$ cat src/rtl/core/dms_pkg.sv
// Shared types, codes and constants of the drive move supervisor.
package dms_pkg;

	// Item kinds (slave tuser)
	localparam logic [1:0] KIND_CMD  = 2'd0;
	localparam logic [1:0] KIND_ENC  = 2'd1;
	localparam logic [1:0] KIND_GYRO = 2'd2;
	localparam logic [1:0] KIND_OBST = 2'd3;

	// Command ops; OP_STOP doubles as the idle code of the running op
	localparam logic [2:0] OP_FWD   = 3'd0;
	localparam logic [2:0] OP_BACK  = 3'd1;
	localparam logic [2:0] OP_RIGHT = 3'd2;
	localparam logic [2:0] OP_LEFT  = 3'd3;
	localparam logic [2:0] OP_STOP  = 3'd4;
	localparam logic [2:0] OP_IDLE  = 3'd4;

	// Reply codes
	localparam logic [2:0] RC_NONE    = 3'd0;
	localparam logic [2:0] RC_SUCCESS = 3'd1;
	localparam logic [2:0] RC_SKIPPED = 3'd2;
	localparam logic [2:0] RC_BLOCKED = 3'd3;
	localparam logic [2:0] RC_INVALID = 3'd4;
	localparam logic [2:0] RC_MISSING = 3'd5;

	// Direction enables: bit0 right fwd, bit1 right back, bit2 left fwd, bit3 left back
	localparam logic [3:0] DRIVE_FWD   = 4'd5;
	localparam logic [3:0] DRIVE_BACK  = 4'd10;
	localparam logic [3:0] DRIVE_RIGHT = 4'd6;
	localparam logic [3:0] DRIVE_LEFT  = 4'd9;
	localparam logic [3:0] DRIVE_OFF   = 4'd0;

	// Register indexes
	localparam logic [0:0] REG_PPU  = 1'd0;
	localparam logic [0:0] REG_BIAS = 1'd1;

	localparam logic [7:0]  PPU_RESET  = 8'd20;
	localparam logic [10:0] BIAS_RESET = 11'd61;

	// 131 LSB per deg/s times 1000 ms per s
	localparam logic [16:0] ANGLE_SCALE = 17'd131000;

	// Shared unit step counts
	localparam int DIV_STEPS = 32;
	localparam int MUL_STEPS = 16;

	typedef struct packed {
		logic [7:0]         pulses_per_unit;
		logic signed [10:0] rate_bias;
	} cfg_t;

	typedef struct packed {
		logic [1:0]         kind;
		logic [2:0]         command_op;
		logic [15:0]        amount;
		logic               want_reply;
		logic               encoder_side;
		logic signed [15:0] gyro_rate;
		logic [9:0]         elapsed_ms;
		logic               obstacle;
	} item_t;

	typedef struct packed {
		logic [3:0]  drive;
		logic [2:0]  reply_code;
		logic [15:0] moved;
		logic        last;
	} res_t;

	// MUL: y * x[15:0]; DIV: x / y, quotient saturated to 16 bits
	typedef struct packed {
		logic        start;
		logic        div;
		logic [47:0] x;
		logic [16:0] y;
	} alu_req_t;

	typedef struct packed {
		logic        done;
		logic [32:0] value;
	} alu_rsp_t;

	function automatic logic [3:0] drive_of(input logic [2:0] op);
		logic [3:0] d;
		unique case (op)
			OP_FWD:   d = DRIVE_FWD;
			OP_BACK:  d = DRIVE_BACK;
			OP_RIGHT: d = DRIVE_RIGHT;
			OP_LEFT:  d = DRIVE_LEFT;
			default:  d = DRIVE_OFF;
		endcase
		return d;
	endfunction

endpackage

$ cat src/rtl/core/dms_alu.sv
// Shared shift-add multiplier and shift-subtract divider, one bit per cycle.
module dms_alu (
	input  logic              clk,
	input  logic              arst_n,
	input  dms_pkg::alu_req_t req,
	output dms_pkg::alu_rsp_t rsp
);
	import dms_pkg::*;

	logic        busy_q;
	logic        done_q;
	logic        div_q;
	logic [4:0]  cnt_q;
	logic [48:0] acc_q;
	logic [47:0] sh_q;
	logic [31:0] bits_q;

	logic [48:0] addend;
	logic [48:0] sum;
	logic        ge;
	logic [15:0] quot_sat;

	// One adder: add for multiply, subtract for divide
	assign addend = div_q ? ~{1'b0, sh_q} : {1'b0, sh_q};
	assign sum    = acc_q + addend + 49'(div_q);
	assign ge     = !sum[48];

	assign quot_sat = (|bits_q[31:16]) ? 16'hFFFF : bits_q[15:0];

	always_ff @(posedge clk or negedge arst_n) begin
		if (!arst_n) begin
			busy_q <= 1'b0;
			done_q <= 1'b0;
			cnt_q  <= '0;
			div_q  <= 1'b0;
		end else begin
			done_q <= 1'b0;
			if (req.start) begin
				busy_q <= 1'b1;
				div_q  <= req.div;
				cnt_q  <= req.div ? 5'(DIV_STEPS - 1) : 5'(MUL_STEPS - 1);
			end else if (busy_q) begin
				cnt_q <= cnt_q - 5'd1;
				if (cnt_q == '0) begin
					busy_q <= 1'b0;
					done_q <= 1'b1;
				end
			end
		end
	end

	always_ff @(posedge clk) begin
		if (req.start) begin
			if (req.div) begin
				acc_q  <= {1'b0, req.x};
				sh_q   <= {req.y, 31'd0};
				bits_q <= '0;
			end else begin
				acc_q  <= '0;
				sh_q   <= {31'd0, req.y};
				bits_q <= {16'd0, req.x[15:0]};
			end
		end else if (busy_q) begin
			if (div_q) begin
				if (ge)
					acc_q <= sum;
				bits_q <= {bits_q[30:0], ge};
				sh_q   <= sh_q >> 1;
			end else begin
				if (bits_q[0])
					acc_q <= sum;
				bits_q <= bits_q >> 1;
				sh_q   <= sh_q << 1;
			end
		end
	end

	assign rsp.done  = done_q;
	assign rsp.value = div_q ? {17'd0, quot_sat} : acc_q[32:0];

endmodule

$ cat src/rtl/core/dms_ctrl.sv
// Sequencer: holds the move state, steps the shared unit and lines up replies.
module dms_ctrl (
	input  logic              clk,
	input  logic              arst_n,
	input  dms_pkg::cfg_t     cfg,
	input  logic              take,
	input  dms_pkg::item_t    item,
	output logic              idle,
	output dms_pkg::alu_req_t req,
	input  dms_pkg::alu_rsp_t rsp,
	output logic              res_valid,
	output dms_pkg::res_t     res
);
	import dms_pkg::*;

	localparam logic [3:0] ST_IDLE     = 4'd0;
	localparam logic [3:0] ST_DISPATCH = 4'd1;
	localparam logic [3:0] ST_SKIP     = 4'd2;
	localparam logic [3:0] ST_START    = 4'd3;
	localparam logic [3:0] ST_GOAL     = 4'd4;
	localparam logic [3:0] ST_YAW      = 4'd5;
	localparam logic [3:0] ST_CHECK    = 4'd6;
	localparam logic [3:0] ST_BLOCK    = 4'd7;
	localparam logic [3:0] ST_EMIT     = 4'd8;

	logic [3:0]  state_q, state_nxt;
	item_t       item_q;
	logic [2:0]  act_q;
	logic        want_q;
	logic        obst_q;
	logic [31:0] right_q, left_q;
	logic [23:0] goal_q;
	logic [32:0] thr_q;
	logic [47:0] yaw_q;
	logic [2:0]  pcode_q [2];
	logic [15:0] pmoved_q [2];
	logic [1:0]  pn_q;
	logic        ek_q;

	logic        halt_c, go_c, push_c;
	logic [2:0]  pcode_c;
	logic [15:0] pmoved_c;
	logic [7:0]  ppu_eff;
	logic [47:0] dist_num;
	logic [16:0] diff, mag;
	logic [48:0] yaw_sum;
	logic        is_move, is_turn, goal_hit, yaw_hit, emit_last;

	assign ppu_eff  = (cfg.pulses_per_unit == '0) ? 8'd1 : cfg.pulses_per_unit;
	assign dist_num = 48'((33'(right_q) + 33'(left_q)) >> 1);
	assign diff     = {item_q.gyro_rate[15], item_q.gyro_rate}
	                - {{6{cfg.rate_bias[10]}}, cfg.rate_bias};
	assign mag      = diff[16] ? (~diff + 17'd1) : diff;
	assign yaw_sum  = {1'b0, yaw_q} + 49'(rsp.value[26:0]);

	assign is_move  = (act_q == OP_FWD) || (act_q == OP_BACK);
	assign is_turn  = (act_q == OP_RIGHT) || (act_q == OP_LEFT);
	assign goal_hit = is_move && (right_q >= 32'(goal_q)) && (left_q >= 32'(goal_q));
	assign yaw_hit  = is_turn && (yaw_q >= 48'(thr_q));
	assign emit_last = (2'(ek_q) + 2'd1 == pn_q);

	assign idle = (state_q == ST_IDLE);

	always_comb begin
		state_nxt = state_q;
		halt_c    = 1'b0;
		go_c      = 1'b0;
		push_c    = 1'b0;
		pcode_c   = RC_NONE;
		pmoved_c  = '0;
		req       = '0;
		res_valid = 1'b0;
		res       = '0;
		unique case (state_q)
			ST_IDLE: begin
				if (take)
					state_nxt = ST_DISPATCH;
			end
			ST_DISPATCH: begin
				unique case (item_q.kind)
					KIND_CMD: begin
						if ((is_move || is_turn) && want_q) begin
							req.start = 1'b1;
							req.div   = 1'b1;
							req.x     = is_move ? dist_num : yaw_q;
							req.y     = is_move ? {9'd0, ppu_eff} : ANGLE_SCALE;
							state_nxt = ST_SKIP;
						end else begin
							state_nxt = ST_START;
						end
					end
					KIND_GYRO: begin
						req.start = 1'b1;
						req.x     = {38'd0, item_q.elapsed_ms};
						req.y     = mag;
						state_nxt = ST_YAW;
					end
					default: state_nxt = ST_CHECK;
				endcase
			end
			ST_SKIP: begin
				if (rsp.done) begin
					push_c    = 1'b1;
					pcode_c   = RC_SKIPPED;
					pmoved_c  = rsp.value[15:0];
					state_nxt = ST_START;
				end
			end
			ST_START: begin
				halt_c    = 1'b1;
				state_nxt = ST_EMIT;
				priority if (item_q.command_op > OP_STOP) begin
					push_c  = 1'b1;
					pcode_c = RC_INVALID;
				end else if (item_q.command_op != OP_STOP && item_q.amount == '0) begin
					push_c  = 1'b1;
					pcode_c = RC_MISSING;
				end else if (item_q.command_op == OP_FWD && obst_q) begin
					push_c  = item_q.want_reply;
					pcode_c = RC_BLOCKED;
				end else if (item_q.command_op == OP_STOP) begin
					push_c  = item_q.want_reply;
					pcode_c = RC_SUCCESS;
				end else begin
					// Start the move or turn; work out its goal on the shared unit
					go_c      = 1'b1;
					req.start = 1'b1;
					req.x     = {32'd0, item_q.amount};
					req.y     = (item_q.command_op <= OP_BACK) ? {9'd0, ppu_eff} : ANGLE_SCALE;
					state_nxt = ST_GOAL;
				end
			end
			ST_GOAL: begin
				if (rsp.done)
					state_nxt = ST_EMIT;
			end
			ST_YAW: begin
				if (rsp.done)
					state_nxt = ST_CHECK;
			end
			ST_CHECK: begin
				state_nxt = ST_EMIT;
				priority if (goal_hit) begin
					push_c  = want_q;
					pcode_c = RC_SUCCESS;
					halt_c  = 1'b1;
				end else if (act_q == OP_FWD && obst_q) begin
					if (want_q) begin
						req.start = 1'b1;
						req.div   = 1'b1;
						req.x     = dist_num;
						req.y     = {9'd0, ppu_eff};
						state_nxt = ST_BLOCK;
					end else begin
						halt_c = 1'b1;
					end
				end else if (yaw_hit) begin
					push_c  = want_q;
					pcode_c = RC_SUCCESS;
					halt_c  = 1'b1;
				end else begin
					state_nxt = ST_EMIT;
				end
			end
			ST_BLOCK: begin
				if (rsp.done) begin
					push_c    = 1'b1;
					pcode_c   = RC_BLOCKED;
					pmoved_c  = rsp.value[15:0];
					halt_c    = 1'b1;
					state_nxt = ST_EMIT;
				end
			end
			ST_EMIT: begin
				res_valid   = 1'b1;
				res.drive   = drive_of(act_q);
				if (pn_q == '0) begin
					res.reply_code = RC_NONE;
					res.moved      = '0;
					res.last       = 1'b1;
					state_nxt      = ST_IDLE;
				end else begin
					res.reply_code = pcode_q[ek_q];
					res.moved      = pmoved_q[ek_q];
					res.last       = emit_last;
					if (emit_last)
						state_nxt = ST_IDLE;
				end
			end
			default: state_nxt = ST_IDLE;
		endcase
	end

	always_ff @(posedge clk or negedge arst_n) begin
		if (!arst_n) begin
			state_q <= ST_IDLE;
			act_q   <= OP_IDLE;
			want_q  <= 1'b0;
			obst_q  <= 1'b0;
			right_q <= '0;
			left_q  <= '0;
			goal_q  <= '0;
			thr_q   <= '0;
			yaw_q   <= '0;
			pn_q    <= '0;
			ek_q    <= 1'b0;
		end else begin
			state_q <= state_nxt;
			if (halt_c) begin
				act_q   <= OP_IDLE;
				want_q  <= 1'b0;
				right_q <= '0;
				left_q  <= '0;
				goal_q  <= '0;
				thr_q   <= '0;
				yaw_q   <= '0;
			end
			unique case (state_q)
				ST_IDLE: begin
					pn_q <= '0;
					ek_q <= 1'b0;
				end
				ST_DISPATCH: begin
					if (item_q.kind == KIND_ENC) begin
						if (item_q.encoder_side) begin
							if (left_q != '1)
								left_q <= left_q + 32'd1;
						end else begin
							if (right_q != '1)
								right_q <= right_q + 32'd1;
						end
					end else if (item_q.kind == KIND_OBST) begin
						obst_q <= item_q.obstacle;
					end
				end
				ST_START: begin
					if (go_c) begin
						act_q  <= item_q.command_op;
						want_q <= item_q.want_reply;
					end
				end
				ST_GOAL: begin
					if (rsp.done) begin
						if (is_move)
							goal_q <= rsp.value[23:0];
						else
							thr_q <= rsp.value;
					end
				end
				ST_YAW: begin
					if (rsp.done)
						yaw_q <= yaw_sum[48] ? '1 : yaw_sum[47:0];
				end
				ST_EMIT: begin
					if (pn_q != '0 && !emit_last)
						ek_q <= 1'b1;
				end
				default: ;
			endcase
			if (push_c)
				pn_q <= pn_q + 2'd1;
		end
	end

	// Item and reply slots hold payload only
	always_ff @(posedge clk) begin
		if (state_q == ST_IDLE && take)
			item_q <= item;
		if (push_c) begin
			pcode_q[pn_q[0]]  <= pcode_c;
			pmoved_q[pn_q[0]] <= pmoved_c;
		end
	end

endmodule

$ cat src/rtl/core/drive_move_supervisor_top.sv
// Top level of the drive move supervisor: config registers, result queue, sequencer, shared unit.
// An encoder edge needs no work on the shared unit; an obstacle update needs a divide only when it
// blocks a forward move that wants a reply; a gyro sample needs a multiply; a command needs at most a
// divide for the skipped reply plus a multiply for the new goal, on the one-bit-per-cycle shared unit.
// One item at a time: the next is taken once the sequencer is idle and the queue has room.
// Reset (arst_n low): move state cleared, pulses_per_unit 20, rate_bias 61, queue empty.
module drive_move_supervisor_top (
	input  logic        clk,
	input  logic        arst_n,
	// Configuration write port
	input  logic        cfg_we,
	input  logic [0:0]  cfg_index,
	input  logic [10:0] cfg_data,
	// Input items
	input  logic        s_tvalid,
	output logic        s_tready,
	// command_op[2:0], amount[18:3], want_reply[19], encoder_side[20],
	// gyro_rate[36:21], elapsed_ms[46:37], obstacle[47]
	input  logic [47:0] s_tdata,
	// kind[1:0]
	input  logic [1:0]  s_tuser,
	// Result items
	output logic        m_tvalid,
	input  logic        m_tready,
	// drive[3:0], reply_code[6:4], moved[22:7], zero pad[23]
	output logic [23:0] m_tdata,
	output logic        m_tlast
);
	import dms_pkg::*;

	// Result queue deep enough for two waiting results plus the two of the next item
	localparam int QDEPTH = 4;
	localparam int QAW    = $clog2(QDEPTH);

	cfg_t      cfg_q;
	item_t     item;
	alu_req_t  alu_req;
	alu_rsp_t  alu_rsp;
	logic      ctrl_idle;
	logic      res_valid;
	res_t      res;
	logic      take;
	logic      pop;

	res_t           q_mem [QDEPTH];
	logic [QAW-1:0] wr_ptr_q, rd_ptr_q;
	logic [QAW:0]   cnt_q;
	res_t           q_head;

	// Config registers: the user must write them only while the block sits idle; the block does not enforce it
	always_ff @(posedge clk or negedge arst_n) begin
		if (!arst_n) begin
			cfg_q.pulses_per_unit <= PPU_RESET;
			cfg_q.rate_bias       <= BIAS_RESET;
		end else if (cfg_we) begin
			unique case (cfg_index)
				REG_PPU:  cfg_q.pulses_per_unit <= cfg_data[7:0];
				REG_BIAS: cfg_q.rate_bias       <= cfg_data;
				default: ;
			endcase
		end
	end

	// Unpack the slave side
	assign item.kind         = s_tuser;
	assign item.command_op   = s_tdata[2:0];
	assign item.amount       = s_tdata[18:3];
	assign item.want_reply   = s_tdata[19];
	assign item.encoder_side = s_tdata[20];
	assign item.gyro_rate    = s_tdata[36:21];
	assign item.elapsed_ms   = s_tdata[46:37];
	assign item.obstacle     = s_tdata[47];

	// Take an item only with room for both of its possible results
	assign s_tready = ctrl_idle && (cnt_q <= (QAW+1)'(QDEPTH - 2));
	assign take     = s_tvalid && s_tready;

	dms_ctrl u_ctrl (
		.clk       (clk),
		.arst_n    (arst_n),
		.cfg       (cfg_q),
		.take      (take),
		.item      (item),
		.idle      (ctrl_idle),
		.req       (alu_req),
		.rsp       (alu_rsp),
		.res_valid (res_valid),
		.res       (res)
	);

	dms_alu u_alu (
		.clk    (clk),
		.arst_n (arst_n),
		.req    (alu_req),
		.rsp    (alu_rsp)
	);

	// Result queue: decouple the sequencer from a stalled master side
	assign pop = m_tvalid && m_tready;

	always_ff @(posedge clk or negedge arst_n) begin
		if (!arst_n) begin
			wr_ptr_q <= '0;
			rd_ptr_q <= '0;
			cnt_q    <= '0;
		end else begin
			if (res_valid)
				wr_ptr_q <= wr_ptr_q + 1'b1;
			if (pop)
				rd_ptr_q <= rd_ptr_q + 1'b1;
			cnt_q <= cnt_q + (QAW+1)'(res_valid) - (QAW+1)'(pop);
		end
	end

	always_ff @(posedge clk) begin
		if (res_valid)
			q_mem[wr_ptr_q] <= res;
	end

	assign q_head   = q_mem[rd_ptr_q];
	assign m_tvalid = (cnt_q != '0);
	assign m_tdata  = {1'b0, q_head.moved, q_head.reply_code, q_head.drive};
	assign m_tlast  = q_head.last;

`ifndef ASSERT_OFF
	// Acceptance gating must keep the queue from overflowing
	a_no_overflow: assert property (@(posedge clk) disable iff (!arst_n)
		res_valid |-> (cnt_q != (QAW+1)'(QDEPTH)))
		else $error("result queue written while full");

	// An accepted item keeps the sequencer busy on the next cycle
	a_busy_after_take: assert property (@(posedge clk) disable iff (!arst_n)
		take |=> !s_tready)
		else $error("input taken twice back to back");

	// Only real direction patterns are ever driven
	a_drive_legal: assert property (@(posedge clk) disable iff (!arst_n)
		m_tvalid |-> (m_tdata[3:0] == DRIVE_OFF || m_tdata[3:0] == DRIVE_FWD ||
		              m_tdata[3:0] == DRIVE_BACK || m_tdata[3:0] == DRIVE_RIGHT ||
		              m_tdata[3:0] == DRIVE_LEFT))
		else $error("illegal drive pattern");

	// Distance done is only reported with skipped or blocked replies
	a_moved_code: assert property (@(posedge clk) disable iff (!arst_n)
		(m_tvalid && m_tdata[22:7] != '0) |->
		(m_tdata[6:4] == RC_SKIPPED || m_tdata[6:4] == RC_BLOCKED))
		else $error("moved set on a reply that carries none");
`endif

endmodule

$ cat config.mk
export PLATFORM = sky130hd
export DESIGN_NAME = drive_move_supervisor_top
export DESIGN_NICKNAME = d
export VERILOG_FILES = /design/src/rtl/core/dms_pkg.sv /design/src/rtl/core/dms_alu.sv /design/src/rtl/core/dms_ctrl.sv /design/src/rtl/core/drive_move_supervisor_top.sv
export SDC_FILE = /design/constraint.sdc
export NUM_CORES = 1
export LEC_CHECK = 0
export BUFFER_PORTS_ARGS = -buffer_cell sky130_fd_sc_hd__clkbuf_2
export CORE_ASPECT_RATIO = 1.75
export CORE_UTILIZATION = 65
export CTS_CLUSTER_SIZE = 12
export DETAILED_ROUTE_END_ITERATION = 6
export PLACE_DENSITY = 0.86
export SYNTH_ARGS = -nofsm -noshare
export SYNTH_HDL_FRONTEND = slang
export SYNTH_SLANG_ARGS = --single-unit
$ cat constraint.sdc
create_clock -name clk -period 15.3 [get_ports clk]
set_input_delay 0 -clock clk [delete_from_list [all_inputs] [get_ports clk]]
set_output_delay 0 -clock clk [all_outputs]
set_load 0.05 [all_outputs]
# After elaboration in Yosys (flattened, before gate mapping)
# Memory sizes are Yosys's and may differ from the RTL's.
# Index checks and enable logic that the tools add are counted.
# classes
bitwise	4
n_eq_ne	26
muxes	132
order_cmp	6
addsub	15
n_reduce_logical	40
# op_table
operator	n
48-bit 2-to-1 mux	10
32-bit 2-to-1 mux	13
49-bit 2-to-1 mux	6
67-bit 2-to-1 mux	4
33-bit 2-to-1 mux	6
65-bit 2-to-1 mux	3
65-bit one-hot mux with 3 select lines	1
65-bit one-hot mux with 2 select lines	1
24-bit 2-to-1 mux	5
32-bit by 1-bit adder with 32-bit output (second input constant)	2
32-bit by 24-bit >= comparator with 1-bit output	2
16-bit 2-to-1 mux	4
32-bit inequality test (second input constant)	2
4-bit 2-to-1 mux	13
17-bit 2-to-1 mux	3
48-bit by 27-bit adder with 49-bit output	1
49-bit by 1-bit adder with 49-bit output	1
49-bit adder	1
48-bit NOT with 49-bit output	1
48-bit by 33-bit >= comparator with 1-bit output	1
1-bit 2-to-1 mux	37
32-bit by 32-bit adder with 33-bit output	1
4-bit one-hot mux with 8 select lines	1
20-bit 2-to-1 mux	1
other kinds (50)	103
# word_totals
input_bits	67
register_bits	394
out_inout_bits	27
memories	3
ram_bits	134
# memory_table
name	depth	word_bits	rd	rd_ports_with_merged_regs	write_ports	line_no	text
q_mem	4	24	1	0	1	drive_move_supervisor_top.sv:45	res_t q_mem [QDEPTH];
u_ctrl.pmoved_q	2	16	1	0	1	dms_ctrl.sv:36	logic [15:0] pmoved_q [2];
u_ctrl.pcode_q	2	3	1	0	1	dms_ctrl.sv:35	logic [2:0] pcode_q [2];

# Logic depth before layout (Yosys ltp)
# Gate-level depths: netlist (run 1).
# logic_depth
ltp_word	12
mapped_depth	21
mapped_depth_nobuf	17

# Modules after synthesis
# Synthesis (run 1) repeated with hierarchy kept, for this count alone.
# unflattened
hier_cells	3344
area_unflattened_um2	33270.7
# modules_own_cells
mod	area_per_inst_um2	cells_per_inst	n_inst
dms_ctrl	18839.3	2125	1
dms_alu	9764.4	1011	1
drive_move_supervisor_top	4667.0	208	1

# Worst setup path before layout (run 1)
# No wires, ideal clock.
# synth_timing
kind	reg-to-reg
from	reg u_ctrl.left_q[11]
to	reg u_alu.bits_q[0], enable pin
stages_incl_launch_ff	12
setup_ps	800
arrival_ps	3984
t_required_ps	14500
slack_ps	10516
path_cell_list	dfrtp_1 ha_1 nand4_1 or4_1 o22a_1 a21oi_2 o2bb2ai_2 and3_1 buf_2 nor3_2 buf_2 nand2_1
# synth_between
elab_chain_cells	5
# synth_rtl
element	line_no	text
start: declaration	dms_ctrl.sv:31	logic [31:0] right_q, left_q;
start signal: assignment	dms_ctrl.sv:227	left_q <= left_q + 32'd1;
32-bit by 24-bit >= comparator with 1-bit output	dms_ctrl.sv:58	assign goal_hit = is_move && (right_q >= 32'(goal_q)) && (left_q >= 32'(goal_q));
1-bit logical AND	dms_ctrl.sv:58	
67-bit 2-to-1 mux	dms_ctrl.sv:143	priority if (goal_hit) begin
1-bit one-hot mux with 3 select lines	dms_ctrl.sv:74	unique case (state_q)
2-bit nonzero test (no line)	-	
end signal: assignment	dms_alu.sv:61	bits_q <= {16'd0, req.x[15:0]};
end signal: assignment	dms_alu.sv:67	bits_q <= {bits_q[30:0], ge};
end signal: assignment	dms_alu.sv:72	bits_q <= bits_q >> 1;
end: declaration	dms_alu.sv:16	logic [31:0] bits_q;
# Every way passes these cells.
# A chain may end at the register's enable or synchronous reset.

# Final worst setup path (run 1)
# layout_timing
from	reg u_alu.div_q
to	reg u_ctrl.yaw_q[47]
# layout_between
elab_chain_cells	5
# layout_rtl
element	line_no	text
start: declaration	dms_alu.sv:12	logic div_q;
start signal: assignment	dms_alu.sv:40	div_q <= req.div;
33-bit 2-to-1 mux	dms_alu.sv:79	assign rsp.value = div_q ? {17'd0, quot_sat} : acc_q[32:0];
48-bit by 27-bit adder with 49-bit output	dms_ctrl.sv:54	assign yaw_sum = {1'b0, yaw_q} + 49'(rsp.value[26:0]);
48-bit 2-to-1 mux	dms_ctrl.sv:252	yaw_q <= yaw_sum[48] ? '1 : yaw_sum[47:0];
48-bit 2-to-1 mux	dms_ctrl.sv:251	if (rsp.done)
48-bit 2-to-1 mux	dms_ctrl.sv:218	unique case (state_q)
end signal: assignment	dms_ctrl.sv:252	
end: declaration	dms_ctrl.sv:34	logic [47:0] yaw_q;
# Every way passes these cells.

==> flow_summary.ini, run 1 <==
[synth]
synth_edf_count = 313
yosysTopAreaCell = edfxtp_1
synth_nets = 3551
async_flop_share = 0.407
syn_area_mm2 = 0.0326
avgSynthCellArea_um2 = 10.0
ys.flop_type = edfxtp_1
yosys_warnings = 0
ys_ff_latch = 528
synth_cell_types = 85
ys_seq_area_frac = 0.453
netlist_top_cells_area = edfxtp_1, dfrtp_1, ha_1
synthCells = 3262
yosysTopAreaCellShare = 0.288

[finish]
fillCellCount = 3507
fin_area_mm2 = 0.0358
layout_commonest_cell = o21ai_0
drive_gt1_frac = 0.0805
area_delta_synth_final_pct = 9.62
n_antenna_cell = 0
layout_common_cells = o21ai_0, edfxtp_1, nand2_1
finalNetCount = 3642

[clocking]
ctsResizeCount = 0
clockRootBuffer = clkbuf_16
postCtsSetupBuffers = 0
numCtsBuffers = 51
clock_latency_ns = 0.62
clkTransAtPathRegs_ns = 0.06
cts_tree = done
cts_sinks = 528
htree_levels = 2
ctsLongestPathBuffers = 3

[drt]
wirelength_met1_mm = 34.0
firstDrtPassIters = 7
wl_met3_mm = 6.34
num_vias = 27300
routed_wl_mm = 100
drtIter0Drc = 2865
highest_layer = met4
wl_met2_mm = 50.5
ant_nets = 0
viasPerCell = 6.74
drcViolationCount = 0
wire_per_inst_um = 24.7

[grt]
grt_pass1_wl_mm = 153
grt_overflow = 0
grt_pass1_vias = 27500
grt_use_total = 0.394
antenna_found_initial = 0
grt_max_degree = 110

[sta]
finalCriticalPeriod_ns = 6.21
fin_ws_ns = 9.09
hold_slack_ns = 0.0610
setup_violations = 0
period_share = 0.406
slew_violations = 0
worst_slew_pin_slew_ns = 1.29
rsz0062_at_grt = no
hold_viol_final = 0
max_slew_margin = 0.143
clock_skew_ns = 0.0298
max_freq_ghz = 0.161
tns_ns = 0

[pwr]
power.density_cell_area_mw_per_mm2 = 217
p_leak_nw = 15.0
vdd_ir_drop_max_mv = 0.277

[flow_run]
drv_cap = 0

[worst_setup_path]
cp-end-kind = flop
critPathRequiredTime_ns = 15.79
crit_type = reg -> reg
cp_max_fo = 34
worst_setup_path_start_kind = flop
arrival_ns = 6.71

[place]
hpwl_mm = 72.3
place_congestion = 1.01
placed_area_mm2 = 0.0336
place_ws_ns = 9.17
io_buffers = 92

[floorplan]
die_h_um = 298
start_util = 0.658
rows = 108
die_x_um = 171
die_area_mm2 = 0.0511
core-area_mm2 = 0.0496
ios = 94

[min_path]
min_path_type = in -> async

[status]
outcome = complete, no violations
## state kept, by name, summed over array words and instances (netlist names), 2 cells and up
register and flops:
wr_ptr_q 2, u_ctrl.goal_q 24, q_mem 96, u_alu.cnt_q 5, u_alu.bits_q 32, u_alu.acc_q 49, u_ctrl.right_q 32, u_ctrl.pmoved_q 32
u_ctrl.pn_q 2, u_ctrl.state_q 4, rd_ptr_q 2, u_ctrl.item_q 50, u_ctrl.left_q 32, cfg_q 19, u_ctrl.thr_q 33, u_ctrl.yaw_q 48
u_ctrl.act_q 3, cnt_q 3, u_ctrl.pcode_q 6, u_alu.sh_q 48
## synthesized netlist by cell type, types with 50 or more instances
master,n
a21oi_1,177
ha_1,217
xnor2_1,79
a21o_1,66
mux2i_1,96
and3_1,62
xor2_1,112
nor3_1,58
nand2_1,254
o21ai_0,316
nor2_1,210
nand3_1,161
o22ai_1,50
clkbuf_1,98
dfrtp_1,207
edfxtp_1,313
inv_1,161
## cells by family after synthesis
family / Yosys count / share of synthesized area
AND/OR/NAND/NOR: 948 / 0.140
buffers and inverters: 314 / 0.0385
adder cells (fa/ha/maj): 222 / 0.0863
AO/OA/AOI/OAI: 914 / 0.176
multiplexers: 144 / 0.0543
XOR/XNOR: 191 / 0.0513
flip-flops: 528 / 0.453
other: 1 / 0.000115
## report_power, final
part	leakage, nW	switching [mW]	total, mW	internal [mW]
registers	5.89	0.337	2.41	2.07
logic	8.36	2.55	4.13	1.58
clock network	0.737	0.568	1.22	0.657
total	15.0	3.45	7.76	4.31
## worst paths after layout
| kind | from | to | slack (ns) | cells past startpoint |
|---|---|---|---|---|
| max in group asynchronous | arst_n | rd_ptr_q[1] | 13.22 | 4 |
| worst max-delay path | u_alu.div_q | u_ctrl.yaw_q[47] | 9.09 | 14 |
| worst max register to register | u_alu.div_q | u_ctrl.yaw_q[47] | 9.09 | 14 |
| worst min-delay path | arst_n | u_ctrl.left_q[31] | 0.06 | 2 |
| worst min register to register | u_ctrl.item_q[0] | u_ctrl.obst_q | 0.51 | 1 |
| min in group clk | cfg_we | cfg_q[17] | 0.08 | 3 |
## metal layers
layer  vias up  track usage
met5         -            0
met4         0        0.314
met3       394       0.0548
met2      1374        0.687
met1     13200        0.424
li1      12300            -
## final cells by class
| type | count | area (um2) | share of cell area |
|---|---|---|---|
| Clock buffer | 84 | 1430 | 0.0400 |
| Clock inverter | 6 | 116 | 0.00325 |
| Inverter | 161 | 604 | 0.0169 |
| Multi-Input combinational cell | 2420 | 16600 | 0.465 |
| Sequential cell | 528 | 14800 | 0.414 |
| Tap cell | 660 | 826 | 0.0231 |
| Timing Repair Buffer | 191 | 1380 | 0.0385 |
## what timing repair did
| action | in CTS | in global routing |
|---|---|---|
| endpoints found under the setup margin | 0 | 0 |
| hold buffers | 65 | 0 |
| endpoints found under the hold margin | 179 | 0 |
## per-stage QoR
| stage | power [mW] | std cells | utilization |
|---|---|---|---|
| 2_1_floorplan | 5.34 | 3262 | - |
| 3_3_place_gp | 6.30 | 3895 | 0.677 |
| 3_5_place_dp | 6.42 | 3895 | 0.677 |
| 4_1_cts | 7.67 | 4050 | 0.721 |
| 5_1_grt | 8.16 | 4050 | 0.721 |
| 6_report | 7.76 | 4050 | 0.721 |
## worst max-delay path, stage by stage, from the launching register on
cell and delay, ns:
dfrtp_4 0.74, inv_1 0.52, or4_1 0.99, o22ai_1 0.58, inv_1 0.10, ha_1 0.31, a211oi_1 0.38, o211ai_1 0.27
and3_1 0.25, o21ai_0 0.48, o21ai_0 0.39, a21o_1 0.38, and2_1 0.27, and4b_1 0.19, a211oi_1 0.24
Note: power is estimated with default switching activity, not from simulation.
==> run 2, diff against run 1 <==
- ABC_AREA: unset -> 1
- CORE_UTILIZATION: 65 -> 64
- PLACE_DENSITY: 0.86 -> 0.84
- clock period: 15.3 -> 6.4 ns (I/O delays scaled with it)
==> flow_summary.ini, run 2 <==
[drt]
routed_wl_mm = 118
wire_per_inst_um = 22.0
num_vias = 33200
firstDrtPassIters = 7
viasPerCell = 6.17
ant_nets = 0
drcViolationCount = 18
drtIter0Drc = 2986

[floorplan]
start_util = 0.649
die_x_um = 180
die_area_mm2 = 0.0561
ios = 94
rows = 113
core-area_mm2 = 0.0544
die_h_um = 313

[clocking]
postCtsHoldBufs = 66
numCtsBuffers = 52
postCtsSetupBuffers = 0
ctsLongestPathBuffers = 3
htree_levels = 2
cts_tree = done
clock_latency_ns = 0.65
clkTransAtPathRegs_ns = 0.07
ctsResizeCount = 0
cts_sinks = 528
clockRootBuffer = clkbuf_16

[place]
placed_area_mm2 = 0.0365
place_congestion = 1.07
io_buffers = 92
dpl.cell_count = 5210
hpwl_mm = 87.5

[sta]
max_freq_ghz = 0.202
tns_ns = 0
hold_viol_final = 1
rsz0062_at_grt = no
setup_violations = 0
period_share = 0.774
hold_slack_ns = -0.00800
worst_slew_pin_slew_ns = 1.07
finalCriticalPeriod_ns = 4.95
max_slew_margin = 0.285
clock_skew_ns = 0.0551
slew_violations = 0

[pwr]
p_clk_frac = 0.169
power.density_cell_area_mw_per_mm2 = 472
swShare = 0.482
fin_total_pwr_mw = 18.3
p_comb_frac = 0.536
p_int_mw = 9.48
p_leak_nw = 17.9
p_seq_frac = 0.295
p_sw_mw = 8.84
vdd_ir_drop_max_mv = 0.358

[finish]
fillCellCount = 4311
fin_cells = 5374
finalNetCount = 4929
drive_gt1_frac = 0.0602
largest_register_ffs = 96
regMostFlops = q_mem
fin_util = 0.713
layout_common_cells = nand2_1, inv_1, nor2_1
reg_top3 = q_mem (96), u_ctrl.item_q (50), u_alu.acc_q (49)
layout_commonest_cell = nand2_1
fin_area_mm2 = 0.0388
area_delta_synth_final_pct = 9.92

[worst_setup_path]
cp_max_fo = 46
critPathRequiredTime_ns = 6.86
arrival_ns = 5.41
crit_path_frequent_cell = nand2_1
crit_type = reg -> reg
critical_path_buf_inv_count = 3
worst_setup_path_start_kind = flop
cpPeakStageDelay_ns = 0.75
cp-end-kind = flop
r2r_end = u_ctrl.yaw_q[33]
r2r-start = u_alu.div_q
r2r_slack_ns = 1.45
ff2ff_path_depth = 18
path_cells = inv_2 > nor2_1 > inv_1 > o22ai_1 > inv_1 > ha_1 > nand3_1 > nand2_1 > a21oi_1 > o21ai_1 > a21boi_0 > o21ai_0 > nand2_1 > nand2_1 > nand2_1 > xor2_1 > nor2_1 > a21oi_1
cpLargestDelayFamily = compound AO/OA/AOI/OAI gates
crit_slowest_cell = dfrtp_4

[synth]
synth_nets = 4806
netlist_top_cells_area = edfxtp_1, dfrtp_1, nand2_1
yosysTopAreaCellShare = 0.266
async_flop_share = 0.407
ys_seq_area_frac = 0.419
syn_area_mm2 = 0.0353
ys_ff_latch = 528
yosys_warnings = 0
synth_cell_types = 61
synth_edf_count = 313
yosysTopAreaCell = edfxtp_1
ys.flop_type = edfxtp_1
synth_commonest_cells = nand2_1, inv_1, nor2_1, a21oi_1, edfxtp_1
synthCells = 4517
avgSynthCellArea_um2 = 7.82
yosysMostFrequentCell = nand2_1

[grt]
grt_use_total = 0.422
grt_pass1_vias = 32900
grt_max_degree = 113
grt_pass1_wl_mm = 181
grt_overflow = 0
antenna_found_initial = 0

[min_path]
min_path_type = in -> async

[flow_run]
drv_cap = 0

[status]
outcome = finished with violations
failed_checks = design-rule violations, negative hold slack
-- run 2: cell count changes after synthesis, moves of 51 or more --
| cell | delta |
|---|---|
| o22ai_1 | +69 |
| a21oi_1 | +157 |
| nand2_1 | +729 |
| nand4_1 | +53 |
| o21ai_1 | +53 |
| and3_1 | -55 |
| mux2i_1 | -96 |
| inv_1 | +420 |
| nor2_1 | +304 |
| a21o_1 | -51 |
-- run 2: worst max-delay path by stage --
stage | slack [ns] | to | startpoint | cells past startpoint
3_3_place_gp | 1.70 | u_ctrl.yaw_q[45] | u_alu.div_q | 17
4_1_cts | 1.58 | u_alu.acc_q[32] | u_alu.div_q | 18
6_report | 1.45 | u_ctrl.yaw_q[33] | u_alu.div_q | 18
5_1_grt | 1.15 | u_alu.acc_q[43] | u_alu.div_q | 18
3_5_place_dp | 1.65 | u_alu.acc_q[40] | u_alu.div_q | 18
2_1_floorplan | 1.13 | u_alu.acc_q[0] | u_alu.div_q | 17
-- run 2: cells by family (layout without fill, tap and decap cells) --
group	after synthesis	count (layout)	synth area share
buf+inv	728	894	0.0805
compound gates	908	908	0.141
xor+xnor	180	180	0.0447
fa+ha+maj	222	222	0.0797
flops	528	528	0.419
simple gates	1950	1950	0.235
other cells	1	2	0.000106
-- run 2: power groups by stage --
stage                     registers (mW)  logic (mW)  clock network [mW]
after floorplan                     5.19        6.82                   0
after detailed placement            5.43        9.47                   0
after global routing                5.45        10.7                3.22
after CTS                           5.37        9.58                3.09
final                               5.41        9.82                3.09
after global placement              5.42        9.36                   0
-- run 2: routing by layer --
| layer | routed length [um] | up-vias | GRT usage |
|---|---|---|---|
| li1 | - | 15400 | - |
| met1 | 39900 | 15500 | 0.457 |
| met2 | 56600 | 1703 | 0.724 |
| met3 | 9690 | 527 | 0.0647 |
| met4 | 12000 | 0 | 0.367 |
| met5 | 0 | - | 0 |
-- run 2: area by class of cell --
type	instances	area, um2	share of cell area
clock buffers	89	1530	0.0395
inverters	590	2210	0.0571
repair buffers	207	1560	0.0402
well taps	690	863	0.0222
clock inverters	8	128	0.00329
multi-input cells	3261	17700	0.456
flip-flops and latches	528	14800	0.381
diodes	1	2.50	0.0000645
-- run 2: stage by stage --
step           hold WS [ns]  worst slack [ns]
6_report           -0.00800              1.45
5_1_grt              0.0770              1.15
4_1_cts              0.0182              1.58
3_5_place_dp         0.0856              1.65
3_3_place_gp         0.0776              1.70
2_1_floorplan        -0.296              1.13
